===== src/fscan_disk_request_scheduler_top_macros.svh =====
// assertion macros for the fscan disk request scheduler
// no dependencies; included by the modules that carry assertions
`ifndef FSCAN_DISK_REQUEST_SCHEDULER_TOP_MACROS_SVH
`define FSCAN_DISK_REQUEST_SCHEDULER_TOP_MACROS_SVH
`ifndef SYNTH
`define FSCAN_ASSERT(label, clk, rst_n, ante, cons) \
    label: assert property (@(posedge clk) disable iff (!rst_n) (ante) |-> (cons)) \
        else $error("fscan assertion failed");
`define FSCAN_ASSERT_NEXT(label, clk, rst_n, ante, cons) \
    label: assert property (@(posedge clk) disable iff (!rst_n) (ante) |=> (cons)) \
        else $error("fscan assertion failed");
`else
`define FSCAN_ASSERT(label, clk, rst_n, ante, cons)
`define FSCAN_ASSERT_NEXT(label, clk, rst_n, ante, cons)
`endif
`endif


===== src/fscan_pkg.sv =====
// shared constants, entry type and controller/datapath command and status structs
// no dependencies
package fscan_pkg;

    localparam int QUEUE_DEPTH_DEF     = 16;
    localparam int BLOCKS_PER_CYLINDER = 24;

    // field widths
    localparam int TAG_W     = 8;
    localparam int UNIT_W    = 2;
    localparam int BLOCK_W   = 16;
    localparam int STATUS_W  = 3;
    localparam int CYL_W     = 12;
    localparam int SEC_W     = 6;
    localparam int BPD_W     = 16;
    localparam int DCNT_W    = 3;
    localparam int CFG_IDX_W = 1;
    localparam int CFG_DAT_W = 16;

    // register indexes and reset values
    localparam logic [CFG_IDX_W-1:0] CFG_BLOCKS_PER_DISK = 1'b0;
    localparam logic [CFG_IDX_W-1:0] CFG_DISK_COUNT      = 1'b1;
    localparam logic [BPD_W-1:0]     BLOCKS_PER_DISK_RST = 16'd9792;
    localparam logic [DCNT_W-1:0]    DISK_COUNT_RST      = 3'd2;

    // function codes
    localparam logic FUNC_SUBMIT   = 1'b0;
    localparam logic FUNC_DISPATCH = 1'b1;

    // status codes
    localparam logic [STATUS_W-1:0] ST_QUEUED     = 3'd0;
    localparam logic [STATUS_W-1:0] ST_BAD_UNIT   = 3'd1;
    localparam logic [STATUS_W-1:0] ST_PAST_EOF   = 3'd2;
    localparam logic [STATUS_W-1:0] ST_PAST_ERR   = 3'd3;
    localparam logic [STATUS_W-1:0] ST_FULL       = 3'd4;
    localparam logic [STATUS_W-1:0] ST_DISPATCHED = 3'd5;
    localparam logic [STATUS_W-1:0] ST_NONE       = 3'd6;

    // block / 24 as multiply by rounded-up reciprocal and shift
    localparam int                 CYL_SHIFT = 20;
    localparam logic [BLOCK_W-1:0] CYL_RECIP =
        BLOCK_W'((1 << CYL_SHIFT) / BLOCKS_PER_CYLINDER + 1);

    // sector mapping
    localparam logic [SEC_W-1:0] SECTOR_WRAP = SEC_W'(BLOCKS_PER_CYLINDER);
    localparam logic [SEC_W-1:0] SECTOR_GAP  = SEC_W'(32 - 24);

    typedef struct packed {
        logic [TAG_W-1:0] tag;
        logic [CYL_W-1:0] cyl;
        logic [SEC_W-1:0] sec;
    } t_entry;

    typedef struct packed {
        logic load;       // latch the incoming transaction
        logic check;      // register sector, evaluate checks
        logic reject;     // stage reject result
        logic scan_init;  // start insertion scan at tail of next pass
        logic shift;      // move scanned entry one slot up
        logic insert;     // write new entry, stage queued result
        logic swap;       // next pass becomes current, flip direction
        logic pop_rd;     // read head of current pass
        logic pop;        // remove head, stage dispatched result
        logic none_rsp;   // stage nothing-pending result
        logic emit;       // move staged result to output register
    } t_cmd;

    typedef struct packed {
        logic in_func;
        logic reject;
        logic next_empty;
        logic cur_empty;
        logic stays;
        logic ptr_zero;
        logic out_free;
    } t_stat;

endpackage


===== src/fscan_req_if.sv =====
// request channel: submit or dispatch transactions
// depends on fscan_pkg
interface fscan_req_if;
    logic                               valid;
    logic                               ready;
    logic                               func;
    logic [fscan_pkg::TAG_W-1:0]        request_tag;
    logic [fscan_pkg::UNIT_W-1:0]       disk_unit;
    logic [fscan_pkg::BLOCK_W-1:0]      block_number;
    logic                               raw_read;

    modport source (output valid, func, request_tag, disk_unit, block_number, raw_read,
                    input ready);
    modport sink (input valid, func, request_tag, disk_unit, block_number, raw_read,
                  output ready);
endinterface


===== src/fscan_rsp_if.sv =====
// response channel: one result per request transaction
// depends on fscan_pkg
interface fscan_rsp_if;
    logic                               valid;
    logic                               ready;
    logic [fscan_pkg::STATUS_W-1:0]     status;
    logic [fscan_pkg::TAG_W-1:0]        out_tag;
    logic [fscan_pkg::CYL_W-1:0]        cylinder;
    logic [fscan_pkg::SEC_W-1:0]        sector;
    logic                               direction;

    modport source (output valid, status, out_tag, cylinder, sector, direction,
                    input ready);
    modport sink (input valid, status, out_tag, cylinder, sector, direction,
                  output ready);
endinterface


===== src/fscan_cfg_if.sv =====
// configuration write channel
// depends on fscan_pkg
interface fscan_cfg_if;
    logic                               valid;
    logic                               ready;
    logic [fscan_pkg::CFG_IDX_W-1:0]    index;
    logic [fscan_pkg::CFG_DAT_W-1:0]    data;

    modport source (output valid, index, data, input ready);
    modport sink (input valid, index, data, output ready);
endinterface


===== src/fscan_ctrl.sv =====
// controller state machine: sequences submit insertion and dispatch
// depends on fscan_pkg; drives fscan_dp through t_cmd, reads t_stat
module fscan_ctrl (
    input  logic             i_clk,
    input  logic             i_rst_n,
    input  logic             i_req_valid,
    output logic             o_req_ready,
    input  fscan_pkg::t_stat i_stat,
    output fscan_pkg::t_cmd  o_cmd
);

    localparam logic [2:0] S_IDLE  = 3'd0;
    localparam logic [2:0] S_CHECK = 3'd1;
    localparam logic [2:0] S_SCAN  = 3'd2;
    localparam logic [2:0] S_INS   = 3'd3;
    localparam logic [2:0] S_DISP  = 3'd4;
    localparam logic [2:0] S_DRD   = 3'd5;
    localparam logic [2:0] S_DWAIT = 3'd6;
    localparam logic [2:0] S_OUT   = 3'd7;

    logic [2:0] r_state;
    logic [2:0] n_state;

    assign o_req_ready = (r_state == S_IDLE);

    // next state and commands
    always_comb begin
        n_state = r_state;
        o_cmd   = '0;
        case (r_state)
            S_IDLE: begin
                if (i_req_valid) begin
                    o_cmd.load = 1'b1;
                    n_state    = (i_stat.in_func == fscan_pkg::FUNC_DISPATCH) ? S_DISP
                                                                               : S_CHECK;
                end
            end
            S_CHECK: begin
                o_cmd.check = 1'b1;
                if (i_stat.reject) begin
                    o_cmd.reject = 1'b1;
                    n_state      = S_OUT;
                end else begin
                    o_cmd.scan_init = 1'b1;
                    n_state         = i_stat.next_empty ? S_INS : S_SCAN;
                end
            end
            S_SCAN: begin
                if (i_stat.stays) begin
                    n_state = S_INS;
                end else begin
                    o_cmd.shift = 1'b1;
                    if (i_stat.ptr_zero) begin
                        n_state = S_INS;
                    end
                end
            end
            S_INS: begin
                o_cmd.insert = 1'b1;
                n_state      = S_OUT;
            end
            S_DISP: begin
                if (!i_stat.cur_empty) begin
                    n_state = S_DRD;
                end else if (i_stat.next_empty) begin
                    o_cmd.none_rsp = 1'b1;
                    n_state        = S_OUT;
                end else begin
                    o_cmd.swap = 1'b1;
                    n_state    = S_DRD;
                end
            end
            S_DRD: begin
                o_cmd.pop_rd = 1'b1;
                n_state      = S_DWAIT;
            end
            S_DWAIT: begin
                o_cmd.pop = 1'b1;
                n_state   = S_OUT;
            end
            S_OUT: begin
                if (i_stat.out_free) begin
                    o_cmd.emit = 1'b1;
                    n_state    = S_IDLE;
                end
            end
            default: begin
                n_state = S_IDLE;
            end
        endcase
    end

    // state register
    always_ff @(posedge i_clk) begin
        if (!i_rst_n) begin
            r_state <= S_IDLE;
        end else begin
            r_state <= n_state;
        end
    end

endmodule


===== src/fscan_dp.sv =====
// datapath: config registers, cylinder/sector mapping, two-bank queue memory,
// counters, staged result and output register; depends on fscan_pkg and macros
`include "fscan_disk_request_scheduler_top_macros.svh"
module fscan_dp #(
    parameter int QUEUE_DEPTH = fscan_pkg::QUEUE_DEPTH_DEF
) (
    input  logic                              i_clk,
    input  logic                              i_rst_n,
    input  fscan_pkg::t_cmd                   i_cmd,
    output fscan_pkg::t_stat                  o_stat,
    input  logic                              i_func,
    input  logic [fscan_pkg::TAG_W-1:0]       i_request_tag,
    input  logic [fscan_pkg::UNIT_W-1:0]      i_disk_unit,
    input  logic [fscan_pkg::BLOCK_W-1:0]     i_block_number,
    input  logic                              i_raw_read,
    input  logic                              i_cfg_valid,
    input  logic [fscan_pkg::CFG_IDX_W-1:0]   i_cfg_index,
    input  logic [fscan_pkg::CFG_DAT_W-1:0]   i_cfg_data,
    input  logic                              i_rsp_ready,
    output logic                              o_rsp_valid,
    output logic [fscan_pkg::STATUS_W-1:0]    o_status,
    output logic [fscan_pkg::TAG_W-1:0]       o_out_tag,
    output logic [fscan_pkg::CYL_W-1:0]       o_cylinder,
    output logic [fscan_pkg::SEC_W-1:0]       o_sector,
    output logic                              o_direction
);

    localparam int IDX_W  = $clog2(QUEUE_DEPTH);
    localparam int CNT_W  = $clog2(QUEUE_DEPTH + 1);
    localparam int ADDR_W = IDX_W + 1;
    localparam int MEM_D  = 2 ** ADDR_W;
    localparam logic [CNT_W-1:0] FULL_CNT = CNT_W'(QUEUE_DEPTH);

    // configuration
    logic [fscan_pkg::BPD_W-1:0]  r_bpd;
    logic [fscan_pkg::DCNT_W-1:0] r_dcnt;

    // latched request
    logic [fscan_pkg::TAG_W-1:0]   r_tag;
    logic [fscan_pkg::UNIT_W-1:0]  r_unit;
    logic [fscan_pkg::BLOCK_W-1:0] r_blk;
    logic                          r_raw;
    logic [fscan_pkg::CYL_W-1:0]   r_cyl;
    logic [fscan_pkg::SEC_W-1:0]   r_sec;

    // queue state; bank r_sel holds the next pass, the other bank the current pass
    logic              r_sel;
    logic              r_dir;
    logic [CNT_W-1:0]  r_next_cnt;
    logic [CNT_W-1:0]  r_cur_cnt;
    logic [IDX_W-1:0]  r_head;
    logic [IDX_W-1:0]  r_ptr;
    logic [IDX_W-1:0]  r_pos;

    fscan_pkg::t_entry r_mem [MEM_D];
    fscan_pkg::t_entry r_rd_data;

    // staged result and output register
    logic [fscan_pkg::STATUS_W-1:0] r_res_status;
    logic [fscan_pkg::TAG_W-1:0]    r_res_tag;
    logic [fscan_pkg::CYL_W-1:0]    r_res_cyl;
    logic [fscan_pkg::SEC_W-1:0]    r_res_sec;
    logic                           r_out_valid;
    logic [fscan_pkg::STATUS_W-1:0] r_out_status;
    logic [fscan_pkg::TAG_W-1:0]    r_out_tag;
    logic [fscan_pkg::CYL_W-1:0]    r_out_cyl;
    logic [fscan_pkg::SEC_W-1:0]    r_out_sec;
    logic                           r_out_dir;

    logic [2*fscan_pkg::BLOCK_W-1:0] w_prod;
    logic [fscan_pkg::BLOCK_W-1:0]   w_cyl24;
    logic [fscan_pkg::BLOCK_W-1:0]   w_rem;
    logic [fscan_pkg::SEC_W-1:0]     w_sec2;
    logic [fscan_pkg::SEC_W-1:0]     w_sec;
    logic                            w_rej;
    logic [fscan_pkg::STATUS_W-1:0]  w_rej_code;
    logic                            w_stays;
    logic [CNT_W-1:0]                w_cnt_m1;
    logic [ADDR_W-1:0]               w_rd_addr;
    logic [ADDR_W-1:0]               w_wr_addr;
    fscan_pkg::t_entry               w_wr_data;
    logic                            w_we;

    // cylinder by reciprocal multiply, sector from remainder
    assign w_prod  = i_block_number * fscan_pkg::CYL_RECIP;
    assign w_cyl24 = {r_cyl, 4'b0000} + {1'b0, r_cyl, 3'b000};
    assign w_rem   = r_blk - w_cyl24;
    assign w_sec2  = {w_rem[4:0], 1'b0};
    assign w_sec   = (w_sec2 >= fscan_pkg::SECTOR_WRAP) ? w_sec2 + fscan_pkg::SECTOR_GAP
                                                        : w_sec2;

    // unit, bound and full checks in priority order
    always_comb begin
        w_rej      = 1'b1;
        w_rej_code = fscan_pkg::ST_QUEUED;
        if ({1'b0, r_unit} >= r_dcnt) begin
            w_rej_code = fscan_pkg::ST_BAD_UNIT;
        end else if (r_blk >= r_bpd) begin
            w_rej_code = r_raw ? fscan_pkg::ST_PAST_EOF : fscan_pkg::ST_PAST_ERR;
        end else if (r_next_cnt == FULL_CNT) begin
            w_rej_code = fscan_pkg::ST_FULL;
        end else begin
            w_rej = 1'b0;
        end
    end

    // scanned entry stays ahead of the new one
    assign w_stays = r_dir ? (r_rd_data.cyl <= r_cyl) : (r_rd_data.cyl >= r_cyl);

    assign o_stat.in_func    = i_func;
    assign o_stat.reject     = w_rej;
    assign o_stat.next_empty = (r_next_cnt == '0);
    assign o_stat.cur_empty  = (r_cur_cnt == '0);
    assign o_stat.stays      = w_stays;
    assign o_stat.ptr_zero   = (r_ptr == '0);
    assign o_stat.out_free   = !r_out_valid || i_rsp_ready;

    // memory addressing
    assign w_cnt_m1 = r_next_cnt - CNT_W'(1);

    always_comb begin
        w_rd_addr = {r_sel, r_ptr - IDX_W'(1)};
        if (i_cmd.scan_init) begin
            w_rd_addr = {r_sel, w_cnt_m1[IDX_W-1:0]};
        end else if (i_cmd.pop_rd) begin
            w_rd_addr = {~r_sel, r_head};
        end
    end

    assign w_we      = i_cmd.shift || i_cmd.insert;
    assign w_wr_addr = {r_sel, r_pos};
    assign w_wr_data = i_cmd.shift ? r_rd_data
                                   : fscan_pkg::t_entry'{tag: r_tag, cyl: r_cyl, sec: r_sec};

    // queue memory, one write and one registered read per cycle
    always_ff @(posedge i_clk) begin
        if (w_we) begin
            r_mem[w_wr_addr] <= w_wr_data;
        end
        r_rd_data <= r_mem[w_rd_addr];
    end

    // control state
    always_ff @(posedge i_clk) begin
        if (!i_rst_n) begin
            r_bpd       <= fscan_pkg::BLOCKS_PER_DISK_RST;
            r_dcnt      <= fscan_pkg::DISK_COUNT_RST;
            r_sel       <= 1'b0;
            r_dir       <= 1'b0;
            r_next_cnt  <= '0;
            r_cur_cnt   <= '0;
            r_head      <= '0;
            r_out_valid <= 1'b0;
        end else begin
            if (i_cfg_valid) begin
                case (i_cfg_index)
                    fscan_pkg::CFG_BLOCKS_PER_DISK: r_bpd  <= i_cfg_data;
                    fscan_pkg::CFG_DISK_COUNT:      r_dcnt <= i_cfg_data[fscan_pkg::DCNT_W-1:0];
                    default: begin
                    end
                endcase
            end
            if (i_cmd.insert) begin
                r_next_cnt <= r_next_cnt + CNT_W'(1);
            end
            if (i_cmd.swap) begin
                r_sel      <= ~r_sel;
                r_dir      <= ~r_dir;
                r_cur_cnt  <= r_next_cnt;
                r_next_cnt <= '0;
                r_head     <= '0;
            end
            if (i_cmd.pop) begin
                r_head    <= r_head + IDX_W'(1);
                r_cur_cnt <= r_cur_cnt - CNT_W'(1);
            end
            if (i_cmd.emit) begin
                r_out_valid <= 1'b1;
            end else if (i_rsp_ready) begin
                r_out_valid <= 1'b0;
            end
        end
    end

    // payload registers
    always_ff @(posedge i_clk) begin
        if (i_cmd.load) begin
            r_tag  <= i_request_tag;
            r_unit <= i_disk_unit;
            r_blk  <= i_block_number;
            r_raw  <= i_raw_read;
            r_cyl  <= w_prod[fscan_pkg::CYL_SHIFT +: fscan_pkg::CYL_W];
        end
        if (i_cmd.check) begin
            r_sec <= w_sec;
        end
        if (i_cmd.scan_init) begin
            r_ptr <= w_cnt_m1[IDX_W-1:0];
            r_pos <= r_next_cnt[IDX_W-1:0];
        end
        if (i_cmd.shift) begin
            r_ptr <= r_ptr - IDX_W'(1);
            r_pos <= r_ptr;
        end
        if (i_cmd.reject) begin
            r_res_status <= w_rej_code;
            r_res_tag    <= '0;
            r_res_cyl    <= '0;
            r_res_sec    <= '0;
        end
        if (i_cmd.insert) begin
            r_res_status <= fscan_pkg::ST_QUEUED;
            r_res_tag    <= '0;
            r_res_cyl    <= r_cyl;
            r_res_sec    <= r_sec;
        end
        if (i_cmd.none_rsp) begin
            r_res_status <= fscan_pkg::ST_NONE;
            r_res_tag    <= '0;
            r_res_cyl    <= '0;
            r_res_sec    <= '0;
        end
        if (i_cmd.pop) begin
            r_res_status <= fscan_pkg::ST_DISPATCHED;
            r_res_tag    <= r_rd_data.tag;
            r_res_cyl    <= r_rd_data.cyl;
            r_res_sec    <= r_rd_data.sec;
        end
        if (i_cmd.emit) begin
            r_out_status <= r_res_status;
            r_out_tag    <= r_res_tag;
            r_out_cyl    <= r_res_cyl;
            r_out_sec    <= r_res_sec;
            r_out_dir    <= r_dir;
        end
    end

    assign o_rsp_valid = r_out_valid;
    assign o_status    = r_out_status;
    assign o_out_tag   = r_out_tag;
    assign o_cylinder  = r_out_cyl;
    assign o_sector    = r_out_sec;
    assign o_direction = r_out_dir;

    // queue bookkeeping checks
    `FSCAN_ASSERT(a_swap_when_cur_empty, i_clk, i_rst_n, i_cmd.swap,
                  (r_cur_cnt == '0) && (r_next_cnt != '0))
    `FSCAN_ASSERT_NEXT(a_swap_flips_dir, i_clk, i_rst_n, i_cmd.swap, r_dir != $past(r_dir))
    `FSCAN_ASSERT(a_insert_not_full, i_clk, i_rst_n, i_cmd.insert, r_next_cnt < FULL_CNT)
    `FSCAN_ASSERT(a_pop_not_empty, i_clk, i_rst_n, i_cmd.pop, r_cur_cnt != '0)
    `FSCAN_ASSERT(a_cur_in_bank, i_clk, i_rst_n, 1'b1,
                  ((CNT_W+1)'(r_head) + (CNT_W+1)'(r_cur_cnt)) <= (CNT_W+1)'(QUEUE_DEPTH))

endmodule


===== src/fscan_disk_request_scheduler_top.sv =====
// submit: a rejected request goes from the check state to the output state; an accepted one
// scans the next pass from its tail, moving each entry that sorts after it up one slot, then inserts
// dispatch: none when both passes are empty, else swap if current is empty, then pop its head
// throughput: one request in flight; the next is taken back in idle after the result is
// registered, later while the output register waits on the receiver
// reset: queues empty, direction descending, registers to defaults; no clearing pass
// top level of the fscan disk request scheduler; depends on fscan_pkg, the channel
// interfaces, fscan_ctrl and fscan_dp
module fscan_disk_request_scheduler_top #(
    parameter int QUEUE_DEPTH = fscan_pkg::QUEUE_DEPTH_DEF
) (
    input  logic         i_clk,
    input  logic         i_rst_n,
    fscan_req_if.sink    i_req,
    fscan_cfg_if.sink    i_cfg,
    fscan_rsp_if.source  o_rsp
);

    fscan_pkg::t_cmd  w_cmd;
    fscan_pkg::t_stat w_stat;
    logic             w_req_ready;

    // configuration writes are always taken
    assign i_cfg.ready = 1'b1;
    assign i_req.ready = w_req_ready;

    // sequencer
    fscan_ctrl u_ctrl (
        .i_clk       (i_clk),
        .i_rst_n     (i_rst_n),
        .i_req_valid (i_req.valid),
        .o_req_ready (w_req_ready),
        .i_stat      (w_stat),
        .o_cmd       (w_cmd)
    );

    // queues and arithmetic
    fscan_dp #(
        .QUEUE_DEPTH (QUEUE_DEPTH)
    ) u_dp (
        .i_clk          (i_clk),
        .i_rst_n        (i_rst_n),
        .i_cmd          (w_cmd),
        .o_stat         (w_stat),
        .i_func         (i_req.func),
        .i_request_tag  (i_req.request_tag),
        .i_disk_unit    (i_req.disk_unit),
        .i_block_number (i_req.block_number),
        .i_raw_read     (i_req.raw_read),
        .i_cfg_valid    (i_cfg.valid),
        .i_cfg_index    (i_cfg.index),
        .i_cfg_data     (i_cfg.data),
        .i_rsp_ready    (o_rsp.ready),
        .o_rsp_valid    (o_rsp.valid),
        .o_status       (o_rsp.status),
        .o_out_tag      (o_rsp.out_tag),
        .o_cylinder     (o_rsp.cylinder),
        .o_sector       (o_rsp.sector),
        .o_direction    (o_rsp.direction)
    );

endmodule


===== src/flat_wrapper.sv =====
// flat-port wrapper written by rule: the top's interface ports become plain ports
module fscan_disk_request_scheduler_top_flat 
#(
    parameter int QUEUE_DEPTH = fscan_pkg::QUEUE_DEPTH_DEF
)
  (i_clk, i_rst_n, i_req_valid, i_req_func, i_req_request_tag, i_req_disk_unit, i_req_block_number, i_req_raw_read, i_req_ready, i_cfg_valid, i_cfg_index, i_cfg_data, i_cfg_ready, o_rsp_valid, o_rsp_status, o_rsp_out_tag, o_rsp_cylinder, o_rsp_sector, o_rsp_direction, o_rsp_ready);
  fscan_req_if i_req_i ();
  fscan_cfg_if i_cfg_i ();
  fscan_rsp_if o_rsp_i ();
  input  logic i_clk;
  input  logic i_rst_n;
  input wire logic [$bits(i_req_i.valid)-1:0] i_req_valid;
  input wire logic [$bits(i_req_i.func)-1:0] i_req_func;
  input wire logic [$bits(i_req_i.request_tag)-1:0] i_req_request_tag;
  input wire logic [$bits(i_req_i.disk_unit)-1:0] i_req_disk_unit;
  input wire logic [$bits(i_req_i.block_number)-1:0] i_req_block_number;
  input wire logic [$bits(i_req_i.raw_read)-1:0] i_req_raw_read;
  output wire logic [$bits(i_req_i.ready)-1:0] i_req_ready;
  input wire logic [$bits(i_cfg_i.valid)-1:0] i_cfg_valid;
  input wire logic [$bits(i_cfg_i.index)-1:0] i_cfg_index;
  input wire logic [$bits(i_cfg_i.data)-1:0] i_cfg_data;
  output wire logic [$bits(i_cfg_i.ready)-1:0] i_cfg_ready;
  output wire logic [$bits(o_rsp_i.valid)-1:0] o_rsp_valid;
  output wire logic [$bits(o_rsp_i.status)-1:0] o_rsp_status;
  output wire logic [$bits(o_rsp_i.out_tag)-1:0] o_rsp_out_tag;
  output wire logic [$bits(o_rsp_i.cylinder)-1:0] o_rsp_cylinder;
  output wire logic [$bits(o_rsp_i.sector)-1:0] o_rsp_sector;
  output wire logic [$bits(o_rsp_i.direction)-1:0] o_rsp_direction;
  input wire logic [$bits(o_rsp_i.ready)-1:0] o_rsp_ready;
  assign i_req_i.valid = i_req_valid;
  assign i_req_i.func = i_req_func;
  assign i_req_i.request_tag = i_req_request_tag;
  assign i_req_i.disk_unit = i_req_disk_unit;
  assign i_req_i.block_number = i_req_block_number;
  assign i_req_i.raw_read = i_req_raw_read;
  assign i_req_ready = i_req_i.ready;
  assign i_cfg_i.valid = i_cfg_valid;
  assign i_cfg_i.index = i_cfg_index;
  assign i_cfg_i.data = i_cfg_data;
  assign i_cfg_ready = i_cfg_i.ready;
  assign o_rsp_valid = o_rsp_i.valid;
  assign o_rsp_status = o_rsp_i.status;
  assign o_rsp_out_tag = o_rsp_i.out_tag;
  assign o_rsp_cylinder = o_rsp_i.cylinder;
  assign o_rsp_sector = o_rsp_i.sector;
  assign o_rsp_direction = o_rsp_i.direction;
  assign o_rsp_i.ready = o_rsp_ready;
  fscan_disk_request_scheduler_top #(.QUEUE_DEPTH(QUEUE_DEPTH)) u_core (.i_clk(i_clk), .i_rst_n(i_rst_n), .i_req(i_req_i), .i_cfg(i_cfg_i), .o_rsp(o_rsp_i));
endmodule

===== config.mk =====
export PLATFORM = sky130hd
export DESIGN_NAME = fscan_disk_request_scheduler_top_flat
export DESIGN_NICKNAME = d
export VERILOG_FILES = /design/src/fscan_pkg.sv /design/src/fscan_req_if.sv /design/src/fscan_rsp_if.sv /design/src/fscan_cfg_if.sv /design/src/fscan_ctrl.sv /design/src/fscan_dp.sv /design/src/fscan_disk_request_scheduler_top.sv /design/src/flat_wrapper.sv
export VERILOG_INCLUDE_DIRS = /design/src /design/src/src
export SDC_FILE = /design/constraint.sdc
export NUM_CORES = 2
export LEC_CHECK = 0
export BUFFER_PORTS_ARGS = -buffer_cell sky130_fd_sc_hd__clkbuf_2
export CORE_MARGIN = 2
export CORE_UTILIZATION = 45
export CTS_CLUSTER_DIAMETER = 50
export DETAILED_ROUTE_END_ITERATION = 10
export REMOVE_ABC_BUFFERS = 1
export SLEW_MARGIN = 30
export SYNTH_ARGS = -nofsm -noshare
export SYNTH_HDL_FRONTEND = slang
export SYNTH_HIERARCHICAL = 1
export SYNTH_SLANG_ARGS = --single-unit

===== constraint.sdc =====
create_clock -name i_clk -period 5.7 [get_ports i_clk]
set_input_delay 0 -clock i_clk [delete_from_list [all_inputs] [get_ports i_clk]]
set_output_delay 0 -clock i_clk [all_outputs]
set_load 0.03 [all_outputs]

==> out/results.env <==
STATUS='complete, no violations'
INTERNAL-POWER_mW=18.2
WORST_SETUP_PATH_END_KIND='flip-flop'
WL_MET2_UM=53900
NUMBER_OF_CLOCK_SINKS_SEEN_BY_CTS=1008
MIN_PERIOD_PS=5470
CRIT_ARRIVAL_PS=5880
MAXSLEWHEADROOM_PCT=43.0
VDD_DROP_MAX_mV=0.303
WORSTPATHCELLLIST='dlygate4sd3_1, clkbuf_2, ha_1, xor2_2, ha_1, a21oi_1, fa_1, inv_1, fa_1, fa_1, inv_1, fa_1, inv_1, ha_1, nand3_1, or4_1, or4b_1, nand4_1, a31oi_1, o21bai_1, xor2_1'
DP_HPWL_UM=69000
SYNTHDOMINANTCELLAREASHARE_PCT=64.0
TIMING_LIMITED_MAXIMUM_FREQUENCY_GHz=0.183
STARTPOINT='i_req_block_number[3]'
SYNTH-SEQ-AREA-SHARE_PCT=67.1
TOP_LAYER='met4'
INITIAL_CORE_UTILIZATION_PCT=45.5
WORST-R2R-CELL-COUNT=17
SYNTH-SEQ-CELLS=1008
IO_BUFFERS=81
ANTENNA_FOUND_INITIAL=0
PLACE_INST=3996
R2R_START='u_core/u_dp/r_bpd[9]'
ROW_COUNT=114
MIN_PERIOD_OVER_PERIOD_PCT=95.9
GRT-OVFL-TOTAL=0
YS_ASYNC_SR_FRACTION_PCT=0
ROUTED-WL-MET3_UM=5690
POST-ROUTE-DRC-COUNT=0
TIMING.CRITICAL_PATH.MODE_CELL='sky130_fd_sc_hd__fa_1'
PIN_COUNT=83
CRITICAL_PATH.STARTPOINT_TYPE='input port'
SLOWEST_STAGE='sky130_fd_sc_hd__dlygate4sd3_1'
HOLD_PATH_CLASS='input port to flip-flop'
SYNTHDOMINANTAREACELLTYPE='sky130_fd_sc_hd__edfxtp_1'
FINAL-HOLD-VIOLATION-COUNT=0
LAYOUT.AREA.SEQ_SQ_MM=0.0296
METAL1_WIRELENGTH_UM=46000
CRIT-REG2REG-CAPTURE='u_core/u_dp/r_rd_data[10]'
MAXIMUM_NUMBER_OF_PINS_ON_ONE_NET_BEFORE_GLOBAL_ROUTE_REPAIR=105
HOLD-WORST-SLACK_PS=46.8
NETSWITCHINGPOWER_mW=9.81
SETUP_REPAIR_AFTER_GLOBAL_ROUTING_MISSED_ITS_MARGIN='no'
FLOORPLAN.CORE_AREA_SQ_MM=0.0969
POST_SYNTHESIS_AVERAGE_CELL_AREA_SQ_UM=16.6
ANT_NETS=0
FIN_SKEW_PS=28.2
POST-ROUTE-WORST-SETUP-SLACK_PS=233
MULTIINPUTGATEAREA_SQ_MM=0.0133
WIRELENGTH_UM=108000
SYN-INSTANCE-COUNT=2651
CLOCK-ROOT-BUFFER='sky130_fd_sc_hd__clkbuf_16'
CLK_PIN_SLEW_PS=60
SLEW_VIOL_FINAL=0
POWER.LEAKAGE_nW=18.1
SHARE_COMB_OF_TOTAL_POWER_PCT=38.7
REPORT.FINAL.SETUP_VIOL=0
GLOBALROUTETOTALUTIL_PCT=21.8
FINALWEIGHTEDCONGESTION=0.841
SYNTH.YOSYS.WARNINGS=6
TOTAL_POWER_mW=28.1
FINALINSTANCEAREA_SQ_MM=0.0514
FINAL.FILL_COUNT=7587
DIE_H_UM=317
GRT_PASS1_WL_UM=161000
CTS_BUF_COUNT=111
POST_ROUTE_CELLS_DRIVE_ABOVE_1_SHARE_PCT=19.9
TOTAL_DIE_AREA_SQ_MM=0.101
FINAL_NETS=3218
TIMING_WORST_SETUP_PATH_TYPE='input port to flip-flop'
CTS_TREE='done'
HTREE_NUM_LEVELS=3
POWER.SWITCHING_FRACTION_PCT=35.0
POWER_DENSITY_mW_PER_MM2=546
WORSTMARGINPINSLEW_PS=855
MAPPEDNETLISTAREA_SQ_MM=0.0441
DETAILEDPLACE.WORSTSLACK_PS=109
WORST_SKEW_PAIR.LATE_LATENCY_PS=690
CP_DATA_REQUIRED_TIME_PS=6120
DPL-INSTANCE-AREA_SQ_MM=0.0469
POST_DETAILED_ROUTE_VIA_TO_CELL_RATIO=5.69
DETAILROUTE.VIA_COUNT=24413
SHARE_CLK_OF_TOTAL_POWER_PCT=24.7
P_SEQ_SHARE_PCT=36.6
MAX_CAPACITANCE_VIOLATION_TOTAL=0
UTILIZATION_PCT=53.0
SYNTHTOPCELLSBYAREA='sky130_fd_sc_hd__edfxtp_1, sky130_fd_sc_hd__mux4_2, sky130_fd_sc_hd__ha_1, sky130_fd_sc_hd__fa_1, sky130_fd_sc_hd__dfxtp_1'
CRIT_PATH_END='u_core/u_dp/r_cyl[9]'
DRTITER0DRC=2140
SYNTH_TOP_FLOP_CELL='sky130_fd_sc_hd__edfxtp_1'
GRT_PASS1_VIAS=24988
SYNTH_CELL_TYPE_COUNT=77
RRSETUPSLACK_PS=490
CLOCK_PATH_BUFFERS=3
DRT_PASS1_ITERATIONS=7
CPPEAKSTAGEDELAY_PS=550
TIMING.SETUP.TNS_PS=0
FINAL-INSTANCE-COUNT-EXCL-FILL=4288
DIE_X_UM=317
TIMING.CRITICAL_PATH.FANOUT_MAX=6
ROUTEDWLPERCELL_UM=25.2
ANTENNA_CELLS_INSERTED=0
POST-CTS-SETUP-BUFFERS=0
LAYOUT-AREA-OVERHEAD-VS-SYNTH_PCT=16.5
POST_SYNTH_EDFFS=940
-- worst min path at each step --
stage	startpoint	end	depth (start not counted)
floorplan	i_rst_n	u_core/u_dp/r_dcnt[1]	1
global placement	i_req_disk_unit[0]	u_core/u_dp/r_unit[0]	1
detailed placement	i_req_request_tag[3]	u_core/u_dp/r_tag[3]	1
CTS	i_req_disk_unit[0]	u_core/u_dp/r_unit[0]	2
global route	i_req_request_tag[5]	u_core/u_dp/r_tag[5]	2
finish	i_req_request_tag[0]	u_core/u_dp/r_tag[0]	2
-- critical path, delay by kind of cell --
kind	cells	cell delay, ps
and+or+nand+nor	4	1360
AOI/OAI and AO/OA	3	410
adders and majority gates	7	2850
buffers and inverters	5	880
xor gates and xnor gates	2	370
-- power by group through the flow --
| stage | clock (mW) | sequential (mW) | combinational [mW] |
|---|---|---|---|
| floorplan | 0 | 10.4 | 7.55 |
| global placement | 0 | 10.4 | 10.7 |
| detailed placement | 0 | 10.4 | 10.9 |
| CTS | 7.06 | 10.3 | 11.0 |
| global route | 7.35 | 10.3 | 11.9 |
| finish | 6.93 | 10.3 | 10.9 |
-- timing repair --
item                                    in CTS  in global routing
hold endpoints to repair                    58                  0
gates resized for setup                      0                  1
endpoints found under the setup margin       0                  1
hold buffers                                87                  0
-- area by class of cell --
type                    instances  share of cell area, %
flip-flops and latches       1008                   57.6
multi-input cells            1312                   25.9
clock buffers                 140                   5.76
repair buffers                284                   4.91
well taps                    1276                   3.11
inverters                     203                   1.48
clock inverters                65                   1.21
-- cell families after synthesis --
logic type	count (synthesis)	share of synthesized area, %
xor+xnor	36	0.715
simple gates	414	4.53
compound gates	433	7.19
fa+ha+maj	248	8.35
other cells	1	0.00850
buf+inv	331	3.55
mux	180	8.56
flops	1008	67.1
-- per-layer routing --
metal / GRT usage, % / vias up
met5: 0 / -
met4: 6.43 / 0
li1: - / 10837
met2: 36.4 / 686
met1: 29.9 / 12742
met3: 3.20 / 148
-- cell usage after synthesis, types with 21 or more instances --
library cell and n:
sky130_fd_sc_hd__and2_1 70, sky130_fd_sc_hd__a221oi_1 79, sky130_fd_sc_hd__mux4_2 156, sky130_fd_sc_hd__edfxtp_1 940, sky130_fd_sc_hd__fa_1 77, sky130_fd_sc_hd__ha_1 171
sky130_fd_sc_hd__o21a_1 27, sky130_fd_sc_hd__a21oi_1 90, sky130_fd_sc_hd__o21ai_0 36, sky130_fd_sc_hd__nand2_1 178, sky130_fd_sc_hd__xor2_1 21, sky130_fd_sc_hd__inv_1 202
sky130_fd_sc_hd__a211oi_1 54, sky130_fd_sc_hd__a311oi_1 54, sky130_fd_sc_hd__buf_2 36, sky130_fd_sc_hd__buf_4 23, sky130_fd_sc_hd__nor2_1 68, sky130_fd_sc_hd__dfxtp_1 68
sky130_fd_sc_hd__clkbuf_1 45
-- registers in the layout, summed over array words and instances, names as in the netlist, 4 cells and up --
signal and flops:
u_core/u_dp/o_cylinder 12, u_core/u_dp/o_out_tag 8, u_core/u_dp/o_sector 6, u_core/u_dp/r_blk 16, u_core/u_dp/r_bpd 16, u_core/u_dp/r_cur_cnt 5, u_core/u_dp/r_cyl 12, u_core/u_dp/r_head 4
u_core/u_dp/r_mem 832, u_core/u_dp/r_next_cnt 5, u_core/u_dp/r_pos 4, u_core/u_dp/r_ptr 4, u_core/u_dp/r_rd_data 26, u_core/u_dp/r_res_cyl 12, u_core/u_dp/r_res_sec 6, u_core/u_dp/r_res_tag 8
u_core/u_dp/r_sec 5, u_core/u_dp/r_tag 8
-- cell usage in the layout (no fill, tap or decap), drive strengths merged, types with 4 or more instances in the layout --
cell         netlist  final
nor3b              5      5
edfxtp           940    940
buf               82    116
o21a              27     27
a221oi            79     79
o211a              4      4
and2              70     70
a311oi            54     54
nor2b             18     18
xnor2             15     15
ha               171    171
o211ai            11     11
dfxtp             68     68
bufinv             0      7
inv              202    217
nand3             20     20
mux4             156    156
nor3               8      8
a31oi              4      4
fa                77     77
a211o              4      4
nor2              69     69
clkinv             1     41
a21oi             90     90
xor2              21     21
mux2              17     17
mux2i              7      7
a22o              17     17
a21o              13     13
a21boi            16     16
o21ai             41     41
or2                4      4
a211oi            54     54
nand4              9      9
dlygate4sd3        0     87
nand2            178    178
clkbuf            46    221
nand2b            13     13
(Power assumes the default switching activity.)
